[src/sv/srp_pkg.sv]
package srp_pkg;

   // Widths of the word fields.
   localparam int unsigned BYTE_WIDTH   = 8;
   localparam int unsigned KIND_WIDTH   = 3;
   localparam int unsigned CODE_WIDTH   = 10;
   localparam int unsigned LEN_WIDTH    = 16;
   localparam int unsigned POS_WIDTH    = 3;

   // Default width of the saturating byte counter.
   localparam int unsigned COUNT_WIDTH_DEFAULT = 16;

   // Most result words that one input byte can cause.
   localparam int unsigned MAX_RESULTS = 3;

   // Result kinds.
   localparam logic [KIND_WIDTH-1:0] KIND_NONE       = 3'd0;
   localparam logic [KIND_WIDTH-1:0] KIND_BYTE       = 3'd1;
   localparam logic [KIND_WIDTH-1:0] KIND_DONE       = 3'd2;
   localparam logic [KIND_WIDTH-1:0] KIND_FORMAT     = 3'd3;
   localparam logic [KIND_WIDTH-1:0] KIND_CODE       = 3'd4;
   localparam logic [KIND_WIDTH-1:0] KIND_INCOMPLETE = 3'd5;

   // Characters the parser looks for.
   localparam logic [BYTE_WIDTH-1:0] CHAR_SPACE  = 8'h20;
   localparam logic [BYTE_WIDTH-1:0] CHAR_HYPHEN = 8'h2D;
   localparam logic [BYTE_WIDTH-1:0] CHAR_CR     = 8'h0D;
   localparam logic [BYTE_WIDTH-1:0] CHAR_LF     = 8'h0A;
   localparam logic [BYTE_WIDTH-1:0] CHAR_ZERO   = 8'h30;
   localparam logic [BYTE_WIDTH-1:0] CHAR_NINE   = 8'h39;

   // Positions within a line: three digits, then the separator, then text.
   localparam logic [POS_WIDTH-1:0] POS_FIRST_DIGIT = 3'd0;
   localparam logic [POS_WIDTH-1:0] POS_SEPARATOR   = 3'd3;
   localparam logic [POS_WIDTH-1:0] POS_TEXT        = 3'd4;

   typedef struct packed {
      logic [BYTE_WIDTH-1:0] byte_value;
      logic                  end_of_data;
   } srp_req_type;

   typedef struct packed {
      logic [KIND_WIDTH-1:0] kind;
      logic [BYTE_WIDTH-1:0] message_byte;
      logic [CODE_WIDTH-1:0] reply_code;
      logic [LEN_WIDTH-1:0]  reply_length;
      logic                  last_of_item;
   } srp_rsp_type;

   typedef srp_rsp_type [MAX_RESULTS-1:0] srp_bundle_type;

   typedef struct packed {
      logic [POS_WIDTH-1:0]  line_position;
      logic                  first_line;
      logic                  is_final_line;
      logic [CODE_WIDTH-1:0] saved_code;
      logic [CODE_WIDTH-1:0] current_code;
      logic                  held_carriage_return;
      logic                  error_hold;
   } srp_state_type;

   localparam srp_state_type STATE_RESET = '{
      line_position:        POS_FIRST_DIGIT,
      first_line:           1'b1,
      is_final_line:        1'b0,
      saved_code:           '0,
      current_code:         '0,
      held_carriage_return: 1'b0,
      error_hold:           1'b0
   };

   // Status the result queue reports to the top level.
   typedef struct packed {
      logic word_valid;
      logic has_room;
   } srp_queue_status_type;

   function automatic srp_rsp_type make_result(
      input logic [KIND_WIDTH-1:0] kind,
      input logic [BYTE_WIDTH-1:0] message_byte,
      input logic [CODE_WIDTH-1:0] reply_code,
      input logic [LEN_WIDTH-1:0]  reply_length
   );
      srp_rsp_type r;
      r.kind         = kind;
      r.message_byte = message_byte;
      r.reply_code   = reply_code;
      r.reply_length = reply_length;
      r.last_of_item = 1'b0;
      return r;
   endfunction

endpackage

[src/sv/srp_step.sv]
// Next-state and result logic for one received byte.
module srp_step #(
   parameter int unsigned COUNT_WIDTH = srp_pkg::COUNT_WIDTH_DEFAULT
) (
   input  srp_pkg::srp_state_type   state_cur,
   input  logic [COUNT_WIDTH-1:0]   count_cur,
   input  srp_pkg::srp_req_type     req_word,
   output srp_pkg::srp_state_type   state_next,
   output logic [COUNT_WIDTH-1:0]   count_next,
   output srp_pkg::srp_bundle_type  results,
   output logic [1:0]               result_count
);

   logic                                 err;
   logic                                 done;
   logic [1:0]                           n;
   logic [srp_pkg::CODE_WIDTH-1:0]       base;
   logic [srp_pkg::BYTE_WIDTH-1:0]       b;
   logic                                 eod;

   always_comb begin
      state_next = state_cur;
      count_next = count_cur;
      results    = '0;
      n          = 2'd0;
      done       = 1'b0;
      err        = state_cur.error_hold;
      base       = '0;
      b          = req_word.byte_value;
      eod        = req_word.end_of_data;

      if (state_cur.error_hold) begin
         if (eod) begin
            state_next = srp_pkg::STATE_RESET;
            count_next = '0;
         end
      end else begin
         if (count_cur != {COUNT_WIDTH{1'b1}}) begin
            count_next = count_cur + COUNT_WIDTH'(1);
         end

         if (state_cur.line_position < srp_pkg::POS_SEPARATOR) begin
            if (b inside {[srp_pkg::CHAR_ZERO:srp_pkg::CHAR_NINE]}) begin
               base = (state_cur.line_position == srp_pkg::POS_FIRST_DIGIT) ?
                      '0 : state_cur.current_code;
               state_next.current_code = (base << 3) + (base << 1)
                                       + srp_pkg::CODE_WIDTH'(b - srp_pkg::CHAR_ZERO);
               state_next.line_position = state_cur.line_position + 3'd1;
            end else begin
               results[n] = srp_pkg::make_result(srp_pkg::KIND_FORMAT, '0, '0, '0);
               n   = n + 2'd1;
               err = 1'b1;
            end
         end else if (state_cur.line_position == srp_pkg::POS_SEPARATOR) begin
            if (b == srp_pkg::CHAR_SPACE || b == srp_pkg::CHAR_HYPHEN) begin
               if (state_cur.first_line) begin
                  state_next.saved_code = state_cur.current_code;
               end else if (state_cur.current_code != state_cur.saved_code) begin
                  results[n] = srp_pkg::make_result(srp_pkg::KIND_CODE, '0, '0, '0);
                  n   = n + 2'd1;
                  err = 1'b1;
               end
               if (!err) begin
                  state_next.is_final_line = (b == srp_pkg::CHAR_SPACE);
                  state_next.line_position = srp_pkg::POS_TEXT;
               end
            end else begin
               results[n] = srp_pkg::make_result(srp_pkg::KIND_FORMAT, '0, '0, '0);
               n   = n + 2'd1;
               err = 1'b1;
            end
         end else begin
            if (state_cur.held_carriage_return && b == srp_pkg::CHAR_LF) begin
               state_next.held_carriage_return = 1'b0;
               if (state_cur.is_final_line) begin
                  results[n] = srp_pkg::make_result(srp_pkg::KIND_DONE, '0,
                                  state_cur.saved_code,
                                  srp_pkg::LEN_WIDTH'(count_next));
                  n          = n + 2'd1;
                  state_next = srp_pkg::STATE_RESET;
                  count_next = '0;
                  done       = 1'b1;
               end else begin
                  results[n] = srp_pkg::make_result(srp_pkg::KIND_BYTE,
                                  srp_pkg::CHAR_LF, '0, '0);
                  n = n + 2'd1;
                  state_next.line_position = srp_pkg::POS_FIRST_DIGIT;
                  state_next.first_line    = 1'b0;
               end
            end else begin
               // A held CR not followed by LF is plain text after all.
               if (state_cur.held_carriage_return) begin
                  results[n] = srp_pkg::make_result(srp_pkg::KIND_BYTE,
                                  srp_pkg::CHAR_CR, '0, '0);
                  n = n + 2'd1;
               end
               if (b == srp_pkg::CHAR_CR) begin
                  state_next.held_carriage_return = 1'b1;
               end else begin
                  state_next.held_carriage_return = 1'b0;
                  results[n] = srp_pkg::make_result(srp_pkg::KIND_BYTE, b, '0, '0);
                  n = n + 2'd1;
               end
            end
         end

         if (eod) begin
            if (!err && !done) begin
               results[n] = srp_pkg::make_result(srp_pkg::KIND_INCOMPLETE, '0, '0, '0);
               n = n + 2'd1;
            end
            state_next = srp_pkg::STATE_RESET;
            count_next = '0;
         end else if (!done) begin
            state_next.error_hold = err;
         end
      end

      if (n == 2'd0) begin
         results[0] = srp_pkg::make_result(srp_pkg::KIND_NONE, '0, '0, '0);
         n = 2'd1;
      end
      results[n - 2'd1].last_of_item = 1'b1;
   end

   assign result_count = n;

endmodule

[src/sv/srp_out_queue.sv]
// Four-entry result queue; the head entry drives the output word.
module srp_out_queue (
   input  logic                          clock,
   input  logic                          reset,
   input  logic                          push,
   input  srp_pkg::srp_bundle_type       results,
   input  logic [1:0]                    result_count,
   input  logic                          rsp_stall,
   output srp_pkg::srp_rsp_type          rsp_word,
   output srp_pkg::srp_queue_status_type status
);

   localparam int unsigned DEPTH = 4;

   srp_pkg::srp_rsp_type slot_ff [DEPTH];
   srp_pkg::srp_rsp_type slot_in [DEPTH];
   logic [2:0]           count_ff;
   logic [2:0]           count_in;
   logic                 pop;
   logic [2:0]           live;
   logic [2:0]           rel;

   assign pop  = (count_ff != 3'd0) && !rsp_stall;
   assign live = count_ff - {2'b00, pop};

   always_comb begin
      rel = '0;
      for (int i = 0; i < DEPTH; i++) begin
         if (pop && i < DEPTH - 1) begin
            slot_in[i] = slot_ff[i + 1];
         end else begin
            slot_in[i] = slot_ff[i];
         end
         rel = 3'(i) - live;
         if (push && 3'(i) >= live && rel < {1'b0, result_count}) begin
            slot_in[i] = results[rel[1:0]];
         end
      end
   end

   assign count_in = live + (push ? {1'b0, result_count} : 3'd0);

   always_ff @(posedge clock) begin
      if (reset) begin
         count_ff <= '0;
      end else begin
         count_ff <= count_in;
      end
   end

   always_ff @(posedge clock) begin
      for (int i = 0; i < DEPTH; i++) begin
         slot_ff[i] <= slot_in[i];
      end
   end

   assign rsp_word          = slot_ff[0];
   assign status.word_valid = (count_ff != 3'd0);
   // Room for a full set of results even if the head word is not taken.
   assign status.has_room   = (count_ff <= 3'd1);

endmodule

[src/sv/smtp_reply_parser_core.sv]
// Streaming parser for multi-line SMTP replies.
//
// The req channel takes one received byte per word, with end_of_data marking
// the last byte currently available. The rsp channel returns one to three words
// per byte: a message text byte, reply done with the code and byte count,
// invalid format, invalid code, incomplete, or a nothing word. The last word
// caused by a byte has last_of_item set.
//
// A byte is parsed in the cycle it is accepted and its words are written into
// a four-entry result queue, whose head register drives the rsp channel. While
// the receiver does not stall, a byte that yields a single word can follow
// every cycle, so the sustained rate is one byte per cycle. A byte that yields
// two or three words holds off the next byte while the single rsp port drains
// the queue one word per cycle, as long as the receiver takes them.
//
// req_stall is high whenever more than one word waits in the queue, so it comes
// straight from a register and never from rsp_stall. When the receiver stalls,
// the head word holds and the queue fills until req_stall rises.
// Synchronous reset returns the parser to the start of a reply and empties the
// queue.
module smtp_reply_parser_core #(
   parameter int unsigned COUNT_WIDTH = srp_pkg::COUNT_WIDTH_DEFAULT
) (
   input  logic                 clock,
   input  logic                 reset,
   input  logic                 req_valid,
   output logic                 req_stall,
   input  srp_pkg::srp_req_type req_word,
   output logic                 rsp_valid,
   input  logic                 rsp_stall,
   output srp_pkg::srp_rsp_type rsp_word
);

   // Parser state: line position, code tracking, held CR and error hold.
   srp_pkg::srp_state_type        state_ff;
   srp_pkg::srp_state_type        state_in;
   // Saturating count of bytes consumed by the current reply.
   logic [COUNT_WIDTH-1:0]        count_ff;
   logic [COUNT_WIDTH-1:0]        count_in;
   srp_pkg::srp_state_type        state_next;
   logic [COUNT_WIDTH-1:0]        count_next;
   srp_pkg::srp_bundle_type       results;
   logic [1:0]                    result_count;
   srp_pkg::srp_queue_status_type queue_status;
   logic                          accept;

   assign req_stall = !queue_status.has_room;
   assign accept    = req_valid && !req_stall;
   assign rsp_valid = queue_status.word_valid;

   srp_step #(
      .COUNT_WIDTH (COUNT_WIDTH)
   ) u_step (
      .state_cur    (state_ff),
      .count_cur    (count_ff),
      .req_word     (req_word),
      .state_next   (state_next),
      .count_next   (count_next),
      .results      (results),
      .result_count (result_count)
   );

   // State only advances when a word is actually taken from the req channel.
   assign state_in = accept ? state_next : state_ff;
   assign count_in = accept ? count_next : count_ff;

   always_ff @(posedge clock) begin
      if (reset) begin
         state_ff <= srp_pkg::STATE_RESET;
         count_ff <= '0;
      end else begin
         state_ff <= state_in;
         count_ff <= count_in;
      end
   end

   srp_out_queue u_out_queue (
      .clock        (clock),
      .reset        (reset),
      .push         (accept),
      .results      (results),
      .result_count (result_count),
      .rsp_stall    (rsp_stall),
      .rsp_word     (rsp_word),
      .status       (queue_status)
   );

   // The queue is empty right after reset.
   a_reset_empties: assert property (@(posedge clock) reset |=> !rsp_valid)
      else $error("rsp_valid high after reset");

   // Reply done always closes the words of its byte.
   a_done_is_last: assert property (@(posedge clock) disable iff (reset)
      rsp_valid && rsp_word.kind == srp_pkg::KIND_DONE |-> rsp_word.last_of_item)
      else $error("reply done word without last_of_item");

   // Once an error is flagged, it is held until a byte with end_of_data.
   a_error_holds: assert property (@(posedge clock) disable iff (reset)
      state_ff.error_hold && accept && !req_word.end_of_data |=> state_ff.error_hold)
      else $error("error hold dropped before end of data");

   // Message text words carry no code and no length.
   a_byte_fields: assert property (@(posedge clock) disable iff (reset)
      rsp_valid && rsp_word.kind == srp_pkg::KIND_BYTE
      |-> rsp_word.reply_code == '0 && rsp_word.reply_length == '0)
      else $error("message byte word with code or length");

endmodule

[config.mk]
export PLATFORM = sky130hd
export DESIGN_NAME = smtp_reply_parser_core
export DESIGN_NICKNAME = d
export VERILOG_FILES = /design/src/sv/srp_pkg.sv /design/src/sv/srp_step.sv /design/src/sv/srp_out_queue.sv /design/src/sv/smtp_reply_parser_core.sv
export SDC_FILE = /design/constraint.sdc
export NUM_CORES = 1
export LEC_CHECK = 0
export ABC_AREA = 1
export BUFFER_PORTS_ARGS = -buffer_cell sky130_fd_sc_hd__buf_4
export CAP_MARGIN = 30
export CORE_MARGIN = 3
export CORE_UTILIZATION = 35
export DETAILED_ROUTE_END_ITERATION = 8
export GPL_TIMING_DRIVEN = 0
export PLACE_DENSITY = 0.47
export SLEW_MARGIN = 20
export SYNTH_ARGS = -nofsm -noshare
export SYNTH_HDL_FRONTEND = slang
export SYNTH_SLANG_ARGS = --single-unit
export TNS_END_PERCENT = 100
[constraint.sdc]
create_clock -name clock -period 11.9 [get_ports clock]
set_clock_uncertainty 0.15 [all_clocks]
set_input_delay 2.38 -clock clock [delete_from_list [all_inputs] [get_ports clock]]
set_output_delay 2.38 -clock clock [all_outputs]
set_load 0.005 [all_outputs]
==> results of run 1 <==
==> worst max-delay path, stage by stage <==
cell,delay [ns]
buf_4,0.14
inv_1,0.12
ha_1,0.18
nand2_2,0.08
nor2_1,0.33
ha_1,0.30
inv_1,0.05
nand2_1,0.05
nand3_1,0.13
nand2_1,0.09
inv_1,0.08
ha_1,0.24
nand4_1,0.11
nand3_2,0.18
ha_1,0.24
nor4_1,0.71
nand2_2,0.17
buf_2,0.29
nand2_2,0.47
buf_16,0.24
==> per-layer routing <==
metal	GRT usage (%)	part of all wire, %	vias up
met2	29.59	44	232
met1	28.73	49	3997
met5	0	0	-
met4	3.748	1.2	0
met3	3.646	5.8	22
li1	-	-	4293
==> final timing paths <==
check	startpoint	to	slack, ns	depth (start not counted)
max	req_word[5]	u_out_queue.slot_ff[1][12]	5.28	20
min	count_ff[6]	count_ff[6]	0.35	2
max reg2reg	state_ff[14]	u_out_queue.slot_ff[1][12]	7.20	21
min reg2reg	count_ff[6]	count_ff[6]	0.35	2
==> metrics by stage <==
step | util [%] | setup TNS [ns] | hold slack [ns] | total power [mW]
after floorplan | - | 0 | 0.3191 | 2.073
after global placement | 38.83 | -1.610 | 0.3400 | 2.594
after detailed placement | 39.23 | 0 | 0.3417 | 2.642
after CTS | 41.33 | 0 | 0.3560 | 3.262
after global routing | 41.33 | 0 | 0.3699 | 3.460
final | 41.33 | 0 | 0.3545 | 3.244
==> cells in the final DEF, fill, tap and decap left out, types with 3 or more instances in the layout <==
| cell | instances |
|---|---|
| clkbuf_1 | 23 |
| inv_1 | 102 |
| o21ai_1 | 89 |
| nor2_4 | 3 |
| buf_4 | 55 |
| fa_1 | 8 |
| nor2_1 | 90 |
| a211oi_1 | 13 |
| buf_6 | 3 |
| a21oi_1 | 50 |
| xnor2_1 | 9 |
| nor2_2 | 4 |
| a22oi_1 | 9 |
| nand3_4 | 5 |
| nor3_1 | 4 |
| inv_6 | 4 |
| o21a_1 | 4 |
| nor4_1 | 4 |
| or2_2 | 3 |
| nand2_2 | 22 |
| nand4_1 | 9 |
| o21ai_2 | 9 |
| dfxtp_1 | 46 |
| nand2_1 | 328 |
| xor2_1 | 8 |
| buf_1 | 6 |
| inv_2 | 11 |
| clkbuf_16 | 17 |
| ha_1 | 35 |
| edfxtp_1 | 152 |
| o21ai_0 | 24 |
| nand2_4 | 5 |
| inv_12 | 5 |
| nand3_2 | 4 |
| nand3_1 | 97 |
| clkinv_8 | 4 |
| buf_2 | 22 |
==> state kept, by name, summed over array words and instances, names as in the netlist <==
signal / count
u_out_queue.count_ff: 3
count_ff: 16
u_out_queue.slot_ff: 152
state_ff: 27
==> kinds of logic (layout without fill, tap and decap cells) <==
group	Yosys count	count (layout)	synth area share, %
AOI/OAI and AO/OA	211	211	11.26
and+or+nand+nor	587	587	24.31
buffers and inverters	169	260	6.543
adders and majority gates	43	43	5.555
xor gates and xnor gates	17	17	1.383
DFF	198	198	50.95
==> power by group through the flow <==
stage               clock network [mW]  logic, mW  registers (mW)
finish                           0.618       1.42            1.20
global placement                     0       1.36            1.24
floorplan                            0      0.843            1.23
global route                     0.655       1.58            1.23
detailed placement                   0       1.42            1.22
CTS                              0.632       1.43            1.20
==> final cells by class <==
type | count | area (sq um) | share of cell area [%]
timing repair buffer | 59 | 483.0 | 3.901
sequential | 198 | 5485 | 44.31
inverter | 115 | 431.7 | 3.487
buffer | 54 | 272.8 | 2.203
clock buffer | 17 | 425.4 | 3.436
multi-input combinational | 858 | 4591 | 37.08
tap | 390 | 488.0 | 3.941
clock inverter | 15 | 203.9 | 1.647
==> flow_summary.json, run 1 <==
{
  "clk_pin_slew_worst_paths_ns": 0.08,
  "drc": 0,
  "switching_share_pct": 42.28,
  "setup.worst_path.start_class": "input port",
  "initial_core_util_pct": 35.94,
  "maxCapViolations": 0,
  "finalInstanceArea_sq_mm": 0.01238,
  "hp-class": "reg -> reg",
  "dr.first_iter.drc_count": 738,
  "wl_um": 31980,
  "setup_viol": 0,
  "yosys.area.top_type": "edfxtp_1",
  "cts_hold_buffers": 0,
  "synth_edf_count": 152,
  "power.internal_mw": 1.872,
  "cts_setup_buffers": 0,
  "synthCells": 1225,
  "drv_slew": 0,
  "dpl.hpwl_um": 23700,
  "post_cts_resized": 0,
  "fin_crit_sh_pct": 55.60,
  "wl_per_cell_um": 18.74,
  "fin_ws_ns": 5.284,
  "dr.pass1.iters": 5,
  "cp-end-kind": "flip-flop",
  "drive_above_1_share_pct": 14.21,
  "timing.final.hold_violations": 0,
  "n_antenna_cell": 0,
  "globalRouteTotalUtil_pct": 19.31,
  "synth.distinct_cells": 52,
  "clockBufferDepth": 2,
  "root_buffer": "clkbuf_16",
  "ys_ff_latch": 198,
  "fillCellCount": 3049,
  "vias_per_cell": 5.008,
  "synthFlopType": "edfxtp_1",
  "finalNetCount": 1359,
  "fin_cells": 1706,
  "grt_max_degree": 33,
  "ios": 53,
  "yosysMostFrequentCell": "nand2_1",
  "gp_congestion": 0.8383,
  "dieHeight_um": 181.4,
  "tritoncts": "done",
  "dieArea_sq_mm": 0.03290,
  "worst_pin_slew_ns": 0.9479,
  "via_count": 8544,
  "io_buffers": 50,
  "rsz0062_at_grt": "false",
  "die_w_um": 181.4,
  "peakVddDrop_v": 0.0001068,
  "syn_area_per_cell_sq_um": 8.789,
  "rows": 63,
  "worstSkewPairLatency_ns": 0.44,
  "grt_pass1_vias": 8070,
  "p_per_area_mw_per_mm2": 262.0,
  "cp.arrival_ns": 6.62,
  "p_leak_nw": 4.954,
  "slew_headroom_pct": 36.28,
  "antenna_found_initial": 0,
  "worst-setup-path-type": "in -> reg",
  "power.switching_mw": 1.371,
  "synth_top_area_share_pct": 42.39,
  "htree_num_levels": 4,
  "grt_pass1_wl_um": 48660,
  "clkPwrFrac_pct": 19.1,
  "netlist_area_sq_mm": 0.01077,
  "fin_crit_ns": 6.616,
  "synthArstFlopShare_pct": 0,
  "fmax_mhz": 151.1,
  "dp_slack_ns": 4.873,
  "core_area_sq_mm": 0.02995,
  "cts_sinks": 198,
  "placed_cells": 1674,
  "crit_required_ns": 11.90,
  "combPwrFrac_pct": 43.9,
  "synthTopCellsByCount": "331 x nand2_1, 152 x edfxtp_1, 102 x inv_1, 97 x nand3_1, 90 x nor2_1",
  "final_antenna_net_count": 0,
  "ys_seq_area_share_pct": 50.95,
  "area_growth_pct": 14.99,
  "seqPwrFrac_pct": 37.1,
  "synthesis.nets": 1281,
  "grt-ovfl-total": 0,
  "yosysWarnings": 0,
  "numCtsBuffers": 17,
  "place_area_sq_mm": 0.01175,
  "synthTopCellsByArea": "edfxtp_1 42%, nand2_1 12%, dfxtp_1 8.6%",
  "critPathMaxFanout": 23,
  "run_status": "finished, final reports clean"
}
No activity file was read; power rests on OpenSTA's default activity.
==> run 2: changes to the inputs <==
--- a/config.mk
+++ b/config.mk
@@ -12,7 +12,7 @@
 export CORE_UTILIZATION = 35
 export DETAILED_ROUTE_END_ITERATION = 8
 export GPL_TIMING_DRIVEN = 0
-export PLACE_DENSITY = 0.47
+export PLACE_DENSITY = 0.49
 export SLEW_MARGIN = 20
 export SYNTH_ARGS = -nofsm -noshare
 export SYNTH_HDL_FRONTEND = slang
==> constraint.sdc (replaced) <==
create_clock -name clock -period 5.6 [get_ports clock]
set_clock_uncertainty 0.15 [all_clocks]
set_input_delay 1.12 -clock clock [delete_from_list [all_inputs] [get_ports clock]]
set_output_delay 1.12 -clock clock [all_outputs]
set_load 0.005 [all_outputs]
==> flow_summary.json, run 2 (synthesis results as in run 1) <==
{
  "largest_register": "u_out_queue.slot_ff",
  "via_count": 8535,
  "clockBufferDepth": 2,
  "layout_common_cells": "328 x nand2_1, 152 x edfxtp_1, 102 x inv_1",
  "finalInstanceArea_sq_mm": 0.01237,
  "initial_core_util_pct": 35.94,
  "setup.worst_path.start_class": "input port",
  "antenna_found_initial": 0,
  "n_antenna_cell": 0,
  "grt_max_degree": 34,
  "min_from": "count_ff[6]",
  "cts_setup_buffers": 0,
  "wl_per_cell_um": 18.04,
  "final_antenna_net_count": 0,
  "maxCapViolations": 0,
  "fmax_mhz": 188.3,
  "reg2reg_from": "u_out_queue.count_ff[2]",
  "r2r_slack_ns": 0.99,
  "final_common_cell": "nand2_1",
  "peakVddDrop_v": 0.0002670,
  "setup_viol": 0,
  "hp-class": "reg -> reg",
  "slew_headroom_pct": 46.57,
  "clk_pin_slew_worst_paths_ns": 0.09,
  "p_per_area_mw_per_mm2": 549.6,
  "root_buffer": "clkbuf_16",
  "io_buffers": 50,
  "worst_pin_slew_ns": 0.7949,
  "fin_ws_ns": 0.2896,
  "cp.arrival_ns": 5.31,
  "cts_sinks": 198,
  "die_w_um": 181.4,
  "fin_crit_sh_pct": 94.83,
  "rr_worst_depth": 13,
  "vias_per_cell": 5.009,
  "post_cts_resized": 0,
  "p_leak_nw": 4.935,
  "core_area_sq_mm": 0.02995,
  "grt-ovfl-total": 0,
  "dr.first_iter.drc_count": 635,
  "reg_top3": "u_out_queue.slot_ff x152, state_ff x27, count_ff x16",
  "htree_num_levels": 4,
  "cp-end-kind": "flip-flop",
  "holdPathEnd": "count_ff[6]",
  "rows": 63,
  "ios": 53,
  "wl_um": 30740,
  "grt_pass1_vias": 8246,
  "cts_hold_buffers": 0,
  "fillCellCount": 3059,
  "fin_crit_ns": 5.310,
  "place_area_sq_mm": 0.01176,
  "globalRouteTotalUtil_pct": 18.84,
  "dp_slack_ns": -0.1876,
  "rsz0062_at_grt": "false",
  "dieHeight_um": 181.4,
  "grt_pass1_wl_um": 48110,
  "finalNetCount": 1357,
  "dr.pass1.iters": 5,
  "critPathMaxFanout": 21,
  "dpl.hpwl_um": 23120,
  "gp_congestion": 0.8468,
  "hold_depth": 2,
  "regToRegEndpoint": "u_out_queue.slot_ff[2][26]",
  "worstSkewPairLatency_ns": 0.44,
  "drc": 0,
  "area_growth_pct": 14.93,
  "run_status": "finished, final reports clean",
  "crit_required_ns": 5.60,
  "worst-setup-path-type": "in -> reg",
  "numCtsBuffers": 17,
  "dieArea_sq_mm": 0.03290,
  "drv_slew": 0,
  "drive_above_1_share_pct": 14.08,
  "timing.final.hold_violations": 0,
  "tritoncts": "done",
  "largest_reg_flops": 152
}
-- run 2: changes by cell type in the layout (fill, tap and decap cells not counted) --
cell,change
buf_6,+1
nor4_2,-1
inv_6,+1
nor4_4,+1
inv_12,-2
clkinvlp_4,+1
buf_4,+2
buf_2,-5
-- run 2: worst max-delay path by stage --
| stage | start | endpoint | slack (ns) | depth (start not counted) |
|---|---|---|---|---|
| finish | req_word[5] | u_out_queue.slot_ff[1][12] | 0.29 | 20 |
| global route | req_word[5] | u_out_queue.slot_ff[1][20] | 0.02 | 20 |
| CTS | req_word[5] | u_out_queue.slot_ff[1][20] | 0.26 | 20 |
| detailed placement | req_word[5] | u_out_queue.slot_ff[1][4] | -0.19 | 20 |
| global placement | req_word[5] | u_out_queue.slot_ff[1][5] | -0.90 | 19 |
| floorplan | req_word[5] | u_out_queue.slot_ff[2][0] | 0.38 | 19 |
-- run 2: worst max-delay path: stages --
cell,delay (ns)
buf_4,0.13
inv_1,0.14
ha_1,0.19
nand2_2,0.09
nor2_1,0.34
ha_1,0.31
inv_1,0.05
nand2_1,0.04
nand3_1,0.13
nand2_1,0.09
inv_1,0.08
ha_1,0.24
nand4_1,0.11
nand3_2,0.18
ha_1,0.24
nor4_1,0.67
nand2_2,0.18
buf_2,0.25
nand2_2,0.47
buf_16,0.23
-- run 2: routing by layer --
layer,part of all wire (%),GRT usage (%),vias to the layer above
met3,5.6,2.604,32
met5,0,0,-
li1,-,-,4288
met1,48,27.48,3963
met2,45,29.44,252
met4,1.7,5.271,0
-- run 2: through the flow --
step	std cells	total power, mW	hold slack, ns	utilization [%]	setup TNS (ns)
after floorplan	1225	4.414	0.3191	-	0
after global placement	1665	5.460	0.3338	38.88	-116.68
after detailed placement	1672	5.574	0.3364	39.26	-6.062
after CTS	1704	6.861	0.3505	41.31	0
after global routing	1704	7.281	0.3611	41.31	0
final	1704	6.801	0.3516	41.31	0
-- run 2: where the power goes --
part / switching (mW) / total (mW) / internal (mW)
Sequential: 0.145 / 2.56 / 2.42
Clock: 0.661 / 1.28 / 0.616
Combinational: 2.02 / 2.96 / 0.942
Total: 2.83 / 6.80 / 3.97
-- run 2: final cells by class --
type,instances,area [sq um],share of cell area [%]
Sequential cell,198,5485,44.33
Multi-Input combinational cell,858,4599,37.17
Tap cell,390,488.0,3.943
Timing Repair Buffer,57,484.2,3.913
Inverter,115,431.7,3.488
Clock buffer,17,425.4,3.438
Buffer,54,272.8,2.204
Clock inverter,15,187.7,1.517
==> run 3: changes to the inputs <==
--- a/config.mk
+++ b/config.mk
@@ -8,10 +8,8 @@
 export ABC_AREA = 1
 export BUFFER_PORTS_ARGS = -buffer_cell sky130_fd_sc_hd__buf_4
 export CAP_MARGIN = 30
-export CORE_MARGIN = 3
 export CORE_UTILIZATION = 35
 export DETAILED_ROUTE_END_ITERATION = 8
-export GPL_TIMING_DRIVEN = 0
 export PLACE_DENSITY = 0.49
 export SLEW_MARGIN = 20
 export SYNTH_ARGS = -nofsm -noshare
==> constraint.sdc (replaced) <==
create_clock -name clock -period 5.6 [get_ports clock]
set_clock_uncertainty 0.15 [all_clocks]
set_input_delay 1.12 -clock clock [delete_from_list [all_inputs] [get_ports clock]]
set_output_delay 1.12 -clock clock [all_outputs]
set_load 0.05 [all_outputs]
==> flow_summary.json, run 3 (synthesis results as in run 1) <==
{
  "run_status": "finished, final reports clean",
  "cts_setup_buffers": 0,
  "globalRouteTotalUtil_pct": 18.71,
  "maxCapViolations": 0,
  "grt_pass1_wl_um": 44750,
  "finalNetCount": 1314,
  "holdWs_ns": 0.3546,
  "cts_hold_buffers": 0,
  "root_buffer": "clkbuf_16",
  "wl_per_cell_um": 16.89,
  "timing.final.hold_violations": 0,
  "post_cts_resized": 0,
  "cp-end-kind": "flip-flop",
  "fin_crit_sh_pct": 83.87,
  "core_area_sq_mm": 0.02995,
  "slew_headroom_pct": 49.08,
  "htree_num_levels": 4,
  "io_buffers": 52,
  "drive_above_1_share_pct": 13.38,
  "grt_pass1_vias": 7871,
  "via_count": 8278,
  "crit_required_ns": 5.72,
  "grt_max_degree": 56,
  "reg_top3": "u_out_queue.slot_ff x152, state_ff x27, count_ff x16",
  "clockBufferDepth": 2,
  "finalInstanceArea_sq_mm": 0.01217,
  "fmax_mhz": 212.9,
  "area_growth_pct": 13.07,
  "dieArea_sq_mm": 0.03147,
  "antenna_found_initial": 0,
  "setup_viol": 0,
  "p_per_area_mw_per_mm2": 587.1,
  "final_antenna_net_count": 0,
  "wl_um": 28060,
  "n_antenna_cell": 0,
  "grt-ovfl-total": 0,
  "hp-class": "reg -> reg",
  "layout_common_cells": "329 x nand2_1, 152 x edfxtp_1, 102 x inv_1",
  "dpl.hpwl_um": 18440,
  "p_leak_nw": 4.864,
  "cts_sinks": 198,
  "clk_pin_slew_worst_paths_ns": 0.08,
  "rsz0062_at_grt": "false",
  "numCtsBuffers": 17,
  "largest_register": "u_out_queue.slot_ff",
  "setup.worst_path.start_class": "input port",
  "worst_pin_slew_ns": 0.7592,
  "fin_crit_ns": 4.697,
  "worstSkewPairLatency_ns": 0.45,
  "initial_core_util_pct": 35.94,
  "die_w_um": 177.4,
  "dieHeight_um": 177.4,
  "dr.first_iter.drc_count": 689,
  "cp.arrival_ns": 4.82,
  "ios": 53,
  "vias_per_cell": 4.984,
  "gp_congestion": 0.8258,
  "final_common_cell": "nand2_1",
  "largest_reg_flops": 152,
  "peakVddDrop_v": 0.0003385,
  "critPathMaxFanout": 36,
  "dr.pass1.iters": 5,
  "fillCellCount": 3011,
  "tritoncts": "done",
  "worst-setup-path-type": "in -> reg",
  "drc": 0,
  "rows": 63,
  "fin_tns_setup_ns": 0,
  "place_area_sq_mm": 0.01156,
  "drv_slew": 0
}
run 3: cell types whose count changed in the layout (fill, tap and decap cells not counted), sizes merged:
cell / change
buf: -20
inv: +1
clkbuf: -23
clkinvlp: -1
run 3: worst max-delay path, stage by stage:
cell and delay, ns:
buf_4 0.13, inv_1 0.10, ha_1 0.18, nand2_2 0.08, nor2_1 0.31, ha_1 0.30
inv_1 0.05, nand2_1 0.05, nand3_1 0.12, nand2_1 0.09, inv_1 0.09, ha_1 0.24
nand4_1 0.11, nand3_2 0.17, ha_1 0.27, a2111oi_4 0.55, nand3_4 0.53, o21ai_0 0.32
run 3: final cells by class:
| type | instances | area, sq um | area share, % |
|---|---|---|---|
| sequential | 198 | 5485 | 45.06 |
| inverter | 115 | 431.7 | 3.546 |
| timing repair buffer | 68 | 560.5 | 4.604 |
| clock buffer | 17 | 425.4 | 3.494 |
| clock inverter | 15 | 183.9 | 1.511 |
| multi-input combinational | 858 | 4599 | 37.78 |
| tap | 390 | 488.0 | 4.008 |
run 3: metrics by stage:
step           setup WS, ns  instances  utilization [%]  power (mW)
2_1_floorplan        0.3844       1225                -       4.956
3_3_place_gp         0.5354       1629            38.61       5.889
3_5_place_dp         0.4417       1629            38.61       5.929
4_1_cts              0.9083       1661            40.64       7.219
5_1_grt              0.5362       1661            40.64       7.625
6_report             0.9035       1661            40.64       7.148
run 3: final timing paths:
path           startpoint                          to  slack [ns]  cells after the start
min reg2reg   state_ff[2]                 state_ff[2]        0.35                      2
min           state_ff[2]                 state_ff[2]        0.35                      2
max reg2reg  state_ff[21]  u_out_queue.slot_ff[2][28]        1.50                     17
max           req_word[5]  u_out_queue.slot_ff[2][28]        0.90                     18
run 3: per-layer routing:
| layer | GRT usage (%) | part of all wire (%) | up-vias |
|---|---|---|---|
| met3 | 2.142 | 3.3 | 10 |
| li1 | - | - | 4205 |
| met4 | 4.167 | 0.73 | 0 |
| met5 | 0 | 0 | - |
| met1 | 27.61 | 51 | 3909 |
| met2 | 29.20 | 45 | 154 |
run 3: report_power, final:
part           switching, mW  total (mW)  internal (mW)
clock                  0.663        1.28          0.617
combinational           2.39        3.28          0.887
sequential             0.173        2.59           2.42
total                   3.23        7.15           3.92
